===== src/sam_pkg.sv =====
// Shared types, constants and helper functions of the sprite affine matrix block.
// Depends on nothing; every other file of the block imports it.
`default_nettype none

package sam_pkg;

  localparam int CORDIC_STAGES_DEF = 18;
  localparam int MAX_STAGES        = 24;

  // CORDIC datapath width for x, y and z (Q30 with headroom).
  localparam int CW     = 33;
  localparam int ATAN_W = 30;
  // Width of the unreduced angle in Q30.
  localparam int TW     = 36;

  localparam logic signed [CW-1:0] CORDIC_K    = 33'sd652032874;
  localparam logic signed [CW-1:0] PI_Q30      = 33'sd3373259426;
  localparam logic signed [CW-1:0] HALF_PI_Q30 = 33'sd1686629713;
  localparam logic signed [TW-1:0] PI_WIDE     = 36'sd3373259426;
  localparam logic signed [TW-1:0] TWO_PI_WIDE = 36'sd6746518852;

  // Sprite kinds.
  localparam logic [1:0] KIND_COMPOSITE = 2'd0;
  localparam logic [1:0] KIND_IMAGE     = 2'd1;
  localparam logic [1:0] KIND_FONT      = 2'd2;

  localparam logic signed [25:0] ONE_Q10   = 26'sd1024;
  localparam logic signed [28:0] LIN_MAX   = 29'sd33554431;
  localparam logic signed [28:0] LIN_MIN   = -29'sd33554432;
  localparam logic signed [25:0] TRN_MAX   = 26'sd8388608;
  localparam logic signed [25:0] TRN_MIN   = -26'sd8388608;
  localparam logic signed [63:0] HALF_Q46  = 64'sh0000_0008_0000_0000;

  typedef struct packed {
    logic signed [CW-1:0] x;
    logic signed [CW-1:0] y;
    logic signed [CW-1:0] z;
    logic                 neg;
  } cordic_t;

  typedef struct packed {
    logic               ident;
    logic signed [24:0] sx;
    logic signed [24:0] sy;
    logic signed [23:0] kx;
    logic signed [23:0] ky;
    logic signed [24:0] tx;
    logic signed [24:0] ty;
  } sam_pay_t;

  function automatic logic [ATAN_W-1:0] atan_q30(input logic [4:0] idx);
    logic [ATAN_W-1:0] r;
    case (idx)
      5'd0:    r = 30'h3243F6A8;
      5'd1:    r = 30'h1DAC6705;
      5'd2:    r = 30'h0FADBAFC;
      5'd3:    r = 30'h07F56EA6;
      5'd4:    r = 30'h03FEAB76;
      5'd5:    r = 30'h01FFD55B;
      5'd6:    r = 30'h00FFFAAA;
      5'd7:    r = 30'h007FFF55;
      5'd8:    r = 30'h003FFFEA;
      5'd9:    r = 30'h001FFFFD;
      5'd10:   r = 30'h000FFFFF;
      5'd11:   r = 30'h0007FFFF;
      5'd12:   r = 30'h0003FFFF;
      5'd13:   r = 30'h0001FFFF;
      5'd14:   r = 30'h0000FFFF;
      5'd15:   r = 30'h00007FFF;
      5'd16:   r = 30'h00003FFF;
      5'd17:   r = 30'h00001FFF;
      5'd18:   r = 30'h00000FFF;
      5'd19:   r = 30'h000007FF;
      5'd20:   r = 30'h000003FF;
      5'd21:   r = 30'h000001FF;
      5'd22:   r = 30'h000000FF;
      5'd23:   r = 30'h0000007F;
      default: r = '0;
    endcase
    return r;
  endfunction

  // Truncates a value that already carries the half toward zero at 2^-36 and saturates.
  function automatic logic signed [25:0] quant_lin(input logic signed [63:0] s);
    logic signed [27:0] sh;
    logic signed [28:0] q;
    logic signed [28:0] r;
    sh = s[63:36];
    q  = 29'(sh) + (((s[63] == 1'b1) && (s[35:0] != '0)) ? 29'sd1 : 29'sd0);
    if (q > LIN_MAX) begin
      r = LIN_MAX;
    end else if (q < LIN_MIN) begin
      r = LIN_MIN;
    end else begin
      r = q;
    end
    return r[25:0];
  endfunction

  // Converts a Q8 coordinate to units of 1/16: adds half a unit, then truncates toward zero.
  function automatic logic signed [25:0] to_sixteenth(input logic signed [27:0] v);
    logic signed [28:0] s;
    logic signed [25:0] r;
    s = 29'(v) + 29'sd8;
    r = 26'(s >>> 4) + (((s[28] == 1'b1) && (s[3:0] != 4'd0)) ? 26'sd1 : 26'sd0);
    return r;
  endfunction

  function automatic logic signed [24:0] clamp_trn(input logic signed [25:0] v);
    logic signed [25:0] r;
    if (v > TRN_MAX) begin
      r = TRN_MAX;
    end else if (v < TRN_MIN) begin
      r = TRN_MIN;
    end else begin
      r = v;
    end
    return r[24:0];
  endfunction

endpackage

`default_nettype wire


===== src/sam_cordic_cell.sv =====
// One rotation-mode CORDIC cell: a single micro-rotation and its pipeline register.
// Depends on sam_pkg for the datapath types and the arctangent table.
`default_nettype none

module sam_cordic_cell
  import sam_pkg::*;
#(
  parameter int STAGE = 0
) (
  input  wire logic     clk,
  input  wire logic     rst_n,
  input  wire logic     en,
  input  wire logic     in_valid,
  input  wire cordic_t  in_cor,
  input  wire sam_pay_t in_pay,
  output logic          out_valid,
  output cordic_t       out_cor,
  output sam_pay_t      out_pay
);

  logic signed [CW-1:0] dx;
  logic signed [CW-1:0] dy;
  logic signed [CW-1:0] at;
  cordic_t              cor_nxt;
  logic                 valid_r;
  cordic_t              cor_r;
  sam_pay_t             pay_r;

  always_comb begin
    dx = in_cor.x >>> STAGE;
    dy = in_cor.y >>> STAGE;
    at = $signed({{(CW-ATAN_W){1'b0}}, atan_q30(5'(STAGE))});
    cor_nxt.neg = in_cor.neg;
    if (in_cor.z[CW-1] == 1'b0) begin
      cor_nxt.x = in_cor.x - dy;
      cor_nxt.y = in_cor.y + dx;
      cor_nxt.z = in_cor.z - at;
    end else begin
      cor_nxt.x = in_cor.x + dy;
      cor_nxt.y = in_cor.y - dx;
      cor_nxt.z = in_cor.z + at;
    end
  end

  always_ff @(posedge clk) begin
    if (!rst_n) begin
      valid_r <= 1'b0;
    end else if (en) begin
      valid_r <= in_valid;
    end
  end

  always_ff @(posedge clk) begin
    if (en) begin
      cor_r <= cor_nxt;
      pay_r <= in_pay;
    end
  end

  assign out_valid = valid_r;
  assign out_cor   = cor_r;
  assign out_pay   = pay_r;

endmodule

`default_nettype wire


===== config.mk =====
export PLATFORM = sky130hd
export DESIGN_NAME = sam_cordic_cell
export DESIGN_NICKNAME = d
export VERILOG_FILES = /design/src/sam_pkg.sv /design/src/sam_cordic_cell.sv
export SDC_FILE = /design/constraint.sdc
export NUM_CORES = 1
export LEC_CHECK = 0
export BUFFER_PORTS_ARGS = -buffer_cell sky130_fd_sc_hd__buf_4
export CORE_AREA = 4 4 194 196
export DETAILED_ROUTE_END_ITERATION = 10
export DIE_AREA = 0 0 198 200
export GPL_ROUTABILITY_DRIVEN = 0
export PLACE_DENSITY = 0.74
export SLEW_MARGIN = 0
export SYNTH_ARGS = -nofsm -noshare
export SYNTH_HDL_FRONTEND = slang
export SYNTH_SLANG_ARGS = --single-unit

===== constraint.sdc =====
create_clock -name clk -period 4.9 [get_ports clk]
set_input_delay 0.98 -clock clk [delete_from_list [all_inputs] [get_ports clk]]
set_output_delay 0.98 -clock clk [all_outputs]
set_load 0.05 [all_outputs]

# Yosys cells after proc, flatten, opt, wreduce, memory -nomap -nowiden
# Cells that the tools add are included.
# word_totals
regBits	250
latch_bits	0
mem_bits_rw	0
romBits	0
in_bits	253
wordCells	18
memories	0
# op_classes
n_addsub	5
n_mul	0
div	0
magnitude_cmp	0
eq_ne	0
shift	0
mux	1
n_bitwise	0
reduce_logical	0
# op_table
op	n
$mux W99	1
$sub A33 B33 Y33	2
$add A33 B31 Y33 const B	1
$add A33 B33 Y33	1
$sub A33 B31 Y33 const B	1

# Longest topological paths before layout
# logic_depth
ltp_word	2
ltp_mapped	13
ltp_nobuf	13

# Least setup slack after synthesis
# OpenSTA, ideal clock, no wires.
# synth_timing
path_kind	input port to flip-flop
start	input port in_cor[33] (netlist name)
end	register cor_r, in the netlist out_cor[26], data pin
setup_ps	265
t_arrival_ps	3914
required_ps	4635
path_slack_ps	721
stages	13
path_buffers	1
cell_sequence	clkinv_1 clkbuf_1 fa_1 a211oi_1 o21bai_1 o21ai_1 a21oi_1 a211o_1 a221o_1 a31oi_2 nor2_1 or2_1 xor2_1
# synth_rtl
element	line	rtl
start: declaration	sam_cordic_cell.sv:14	input wire cordic_t in_cor,
end signal: assignment	sam_cordic_cell.sv:55	cor_r <= cor_nxt;
end: declaration	sam_cordic_cell.sv:26	cordic_t cor_r;

==> impl_metrics.sql <==
INSERT INTO impl_metrics (metric_group, metric, value, unit) VALUES
('final_layout', 'post_layout_nonfiller_instances', '2264', ''),
('timing', 'max_freq', '252', 'MHz'),
('detailed_routing', 'routed-wl-met3', '5320', 'um'),
('synth', 'post_synth_instance_area', '14300', 'sq um'),
('clock_network', 'tritoncts', 'done', ''),
('power_and_ir_drop', 'power.ir.vdd_worst', '0.000362', 'V'),
('clock_network', 'postCtsSetupBuffers', '0', ''),
('power_and_ir_drop', 'finalPower', '7.26', 'mW'),
('synth', 'synth_cell_types', '73', ''),
('synth', 'synth_seq_area_share', '52.3', '%'),
('critical_path', 'cpLargestDelayFamily', 'compound AO/OA/AOI/OAI gates', ''),
('placement', 'placedCellCount', '2208', ''),
('synth', 'synthesis.yosys.warnings', '0', ''),
('critical_path', 'worst_ep_arrival_time', '4260', 'ps'),
('critical_path', 'critPathRequiredTime', '5190', 'ps'),
('global_route', 'antenna_found_initial', '8', ''),
('final_layout', 'filler_cell_count', '3106', ''),
('floorplanning', 'initial_core_util', '39.5', '%'),
('synth', 'dominantRegCellSynth', 'sky130_fd_sc_hd__edfxtp_1', ''),
('detailed_routing', 'routedLengthMet1', '20800', 'um'),
('placement', 'dp_slack', '427', 'ps'),
('timing', 'summed_negative_setup_slack_over_all_endpoints', '0', 'ps'),
('clock_network', 'cts_hold_repair.buffers', '0', ''),
('synth', 'post_synth.cell_area_avg', '11.2', 'sq um'),
('critical_path', 'critical_path_peak_fanout', '4', ''),
('detailed_routing', 'highest_signal_layer', 'met5', ''),
('synth', 'post-synth-top-area-fraction', '52.2', '%'),
('floorplanning', 'dieWidth', '198', 'um'),
('critical_path', 'critical_path.n_buffers_inverters', '1', ''),
('clock_network', 'cts.root.buffer_cell', 'sky130_fd_sc_hd__clkbuf_16', ''),
('detailed_routing', 'vias', '12500', ''),
('critical_path', 'cp_common_cell', 'sky130_fd_sc_hd__o21ai_0', ''),
('power_and_ir_drop', 'static-leakage-power', '8.42', 'nW'),
('detailed_routing', 'detail_route.wl_per_cell', '23.9', 'um'),
('synth', 'synth_cells', '1273', ''),
('detailed_routing', 'drt_pass1_iterations', '6', ''),
('placement', 'detailed_place_hpwl', '43100', 'um'),
('timing', 'worst_slew_pin_slew', '931', 'ps'),
('detailed_routing', 'viasPerCell', '5.51', ''),
('power_and_ir_drop', 'power_per_cell_area', '374', 'nW/um^2'),
('synth', 'synth.cells.most_frequent', 'sky130_fd_sc_hd__edfxtp_1, sky130_fd_sc_hd__a21oi_1, sky130_fd_sc_hd__ha_1', ''),
('critical_path', 'worstPathCellList', 'buf_4 -> ha_1 -> fa_1 -> nand2b_1 -> a211oi_2 -> o311ai_0 -> nand2_1 -> a2111oi_0 -> o21ai_0 -> a21oi_1 -> o21ai_0 -> xnor2_1', ''),
('global_route', 'track_usage', '25.4', '%'),
('floorplanning', 'design.die.area', '39600', 'sq um'),
('global_route', 'grt.overflow.total', '0', ''),
('clock_network', 'cts-buffers-inserted', '29', ''),
('clock_network', 'post_cts_resize_count', '0', ''),
('final_layout', 'final_core_density', '53.8', '%'),
('synth', 'synth_area_leader_cell', 'sky130_fd_sc_hd__edfxtp_1', ''),
('global_route', 'grt_pass1_vias', '12200', ''),
('timing', 'finalSetupViolCount', '0', ''),
('timing', 'holdWs', '539', 'ps'),
('critical_path', 'worst_path_max_delay_cell', 'sky130_fd_sc_hd__a2111oi_0', ''),
('floorplanning', 'top_level_ports', '503', ''),
('synth', 'synthMostInstantiatedCell', 'sky130_fd_sc_hd__edfxtp_1', ''),
('final_layout', 'num-nets-final', '2152', ''),
('final_layout', 'postLayoutCellArea', '19400', 'sq um'),
('critical_path', 'max_stage_delay', '890', 'ps'),
('run_status', 'status', 'completed', ''),
('floorplanning', 'core.rowCount', '70', ''),
('hold_path', 'hp-class', 'flop to flop', ''),
('timing', 'timing.final.crit_period', '3970', 'ps'),
('synth', 'post_synth_main_area_contributors', 'sky130_fd_sc_hd__edfxtp_1, sky130_fd_sc_hd__ha_1, sky130_fd_sc_hd__xnor2_1, sky130_fd_sc_hd__a21oi_1, sky130_fd_sc_hd__o21ai_0', ''),
('floorplanning', 'die_height', '200', 'um'),
('clock_network', 'insertion_delay_to_the_later_sink_of_the_worst_skew_pair', '560', 'ps'),
('final_layout', 'reg_area', '7470', 'sq um'),
('critical_path', 'critPathKind', 'primary input to flop', ''),
('synth', 'synth-seq-cells', '249', ''),
('timing', 'rsz0062_at_grt', 'false', ''),
('synth', 'synth_nets', '1654', ''),
('run', 'max_cap_viols', '0', '');
[routing by layer]
layer  vias to the layer above  global-route usage [%]
met5                         -                       0
met4                         8                    9.64
met3                       146                    7.10
met2                       681                    42.0
met1                      6002                    32.1
li1                       5642                       -
[flip-flops by register name, summed over array words and instances (netlist names)]
register,flops
out_cor,99
out_pay,149
out_valid,1
[final cells by class]
class	instances	area share, %
Timing Repair Buffer	510	19.8
Inverter	107	2.07
Clock inverter	17	0.761
Sequential cell	249	38.5
Clock buffer	33	3.82
Tap cell	468	3.02
Multi-Input combinational cell	874	32.0
Antenna cell	6	0.0774
[report_power, final]
part	leakage [nW]	internal, mW	switching [mW]
registers	2.44	2.65	0.0854
logic	5.55	0.777	1.68
clock network	0.425	1.18	0.887
total	8.42	4.61	2.65
[cell usage in the layout (no fill, tap or decap), types with 4 or more instances in the layout]
cell type,n
sky130_fd_sc_hd__fa_1,4
sky130_fd_sc_hd__o21bai_1,25
sky130_fd_sc_hd__o211ai_1,11
sky130_fd_sc_hd__a21o_1,29
sky130_fd_sc_hd__nand2b_1,13
sky130_fd_sc_hd__clkinv_1,8
sky130_fd_sc_hd__buf_4,508
sky130_fd_sc_hd__diode_2,6
sky130_fd_sc_hd__nor2b_1,14
sky130_fd_sc_hd__nor4_1,11
sky130_fd_sc_hd__ha_1,124
sky130_fd_sc_hd__nand2_1,69
sky130_fd_sc_hd__mux2i_1,13
sky130_fd_sc_hd__o21a_1,9
sky130_fd_sc_hd__a21oi_1,130
sky130_fd_sc_hd__edfxtp_1,248
sky130_fd_sc_hd__clkinvlp_4,4
sky130_fd_sc_hd__nor2_1,85
sky130_fd_sc_hd__a31oi_1,9
sky130_fd_sc_hd__inv_1,101
sky130_fd_sc_hd__o21ai_1,6
sky130_fd_sc_hd__xnor2_1,76
sky130_fd_sc_hd__o31ai_1,11
sky130_fd_sc_hd__nand3b_1,4
sky130_fd_sc_hd__o21ai_0,76
sky130_fd_sc_hd__a221oi_1,4
sky130_fd_sc_hd__clkbuf_1,4
sky130_fd_sc_hd__o31a_1,6
sky130_fd_sc_hd__nand3_1,22
sky130_fd_sc_hd__nand4_1,13
sky130_fd_sc_hd__xor2_1,12
sky130_fd_sc_hd__or3_1,6
sky130_fd_sc_hd__nor3_1,21
sky130_fd_sc_hd__a211oi_1,6
sky130_fd_sc_hd__clkbuf_16,29
sky130_fd_sc_hd__and2_1,9
sky130_fd_sc_hd__clkinv_2,5
[final timing paths]
kind | cells past startpoint | endpoint | startpoint | slack, ps
worst max-delay path | 12 | out_cor[60]$_DFFE_PP_ | in_cor[34] | 930
worst min register to register | 2 | out_valid$_SDFFE_PN0P_ | out_valid$_SDFFE_PN0P_ | 540
worst max register to register | 2 | out_valid$_SDFFE_PN0P_ | out_valid$_SDFFE_PN0P_ | 4290
worst min-delay path | 2 | out_valid$_SDFFE_PN0P_ | out_valid$_SDFFE_PN0P_ | 540
[logic make-up (layout without fill, tap and decap cells)]
kind of cell / Yosys count / in the layout / share of synthesized area [%]
compound gates: 364 / 364 / 16.3
xor+xnor: 88 / 88 / 5.40
fa+ha+maj: 128 / 128 / 11.4
buf+inv: 150 / 667 / 4.18
flops: 249 / 249 / 52.3
mux: 13 / 13 / 0.912
other cells: 0 / 6 / 0
simple gates: 281 / 281 / 9.40
[worst register-to-register path: stages, from the launching register on]
cell and delay, ps:
sky130_fd_sc_hd__dfxtp_1 310, sky130_fd_sc_hd__mux2i_1 130, sky130_fd_sc_hd__nor2b_1 60
No activity file was read; power rests on OpenSTA's default activity.
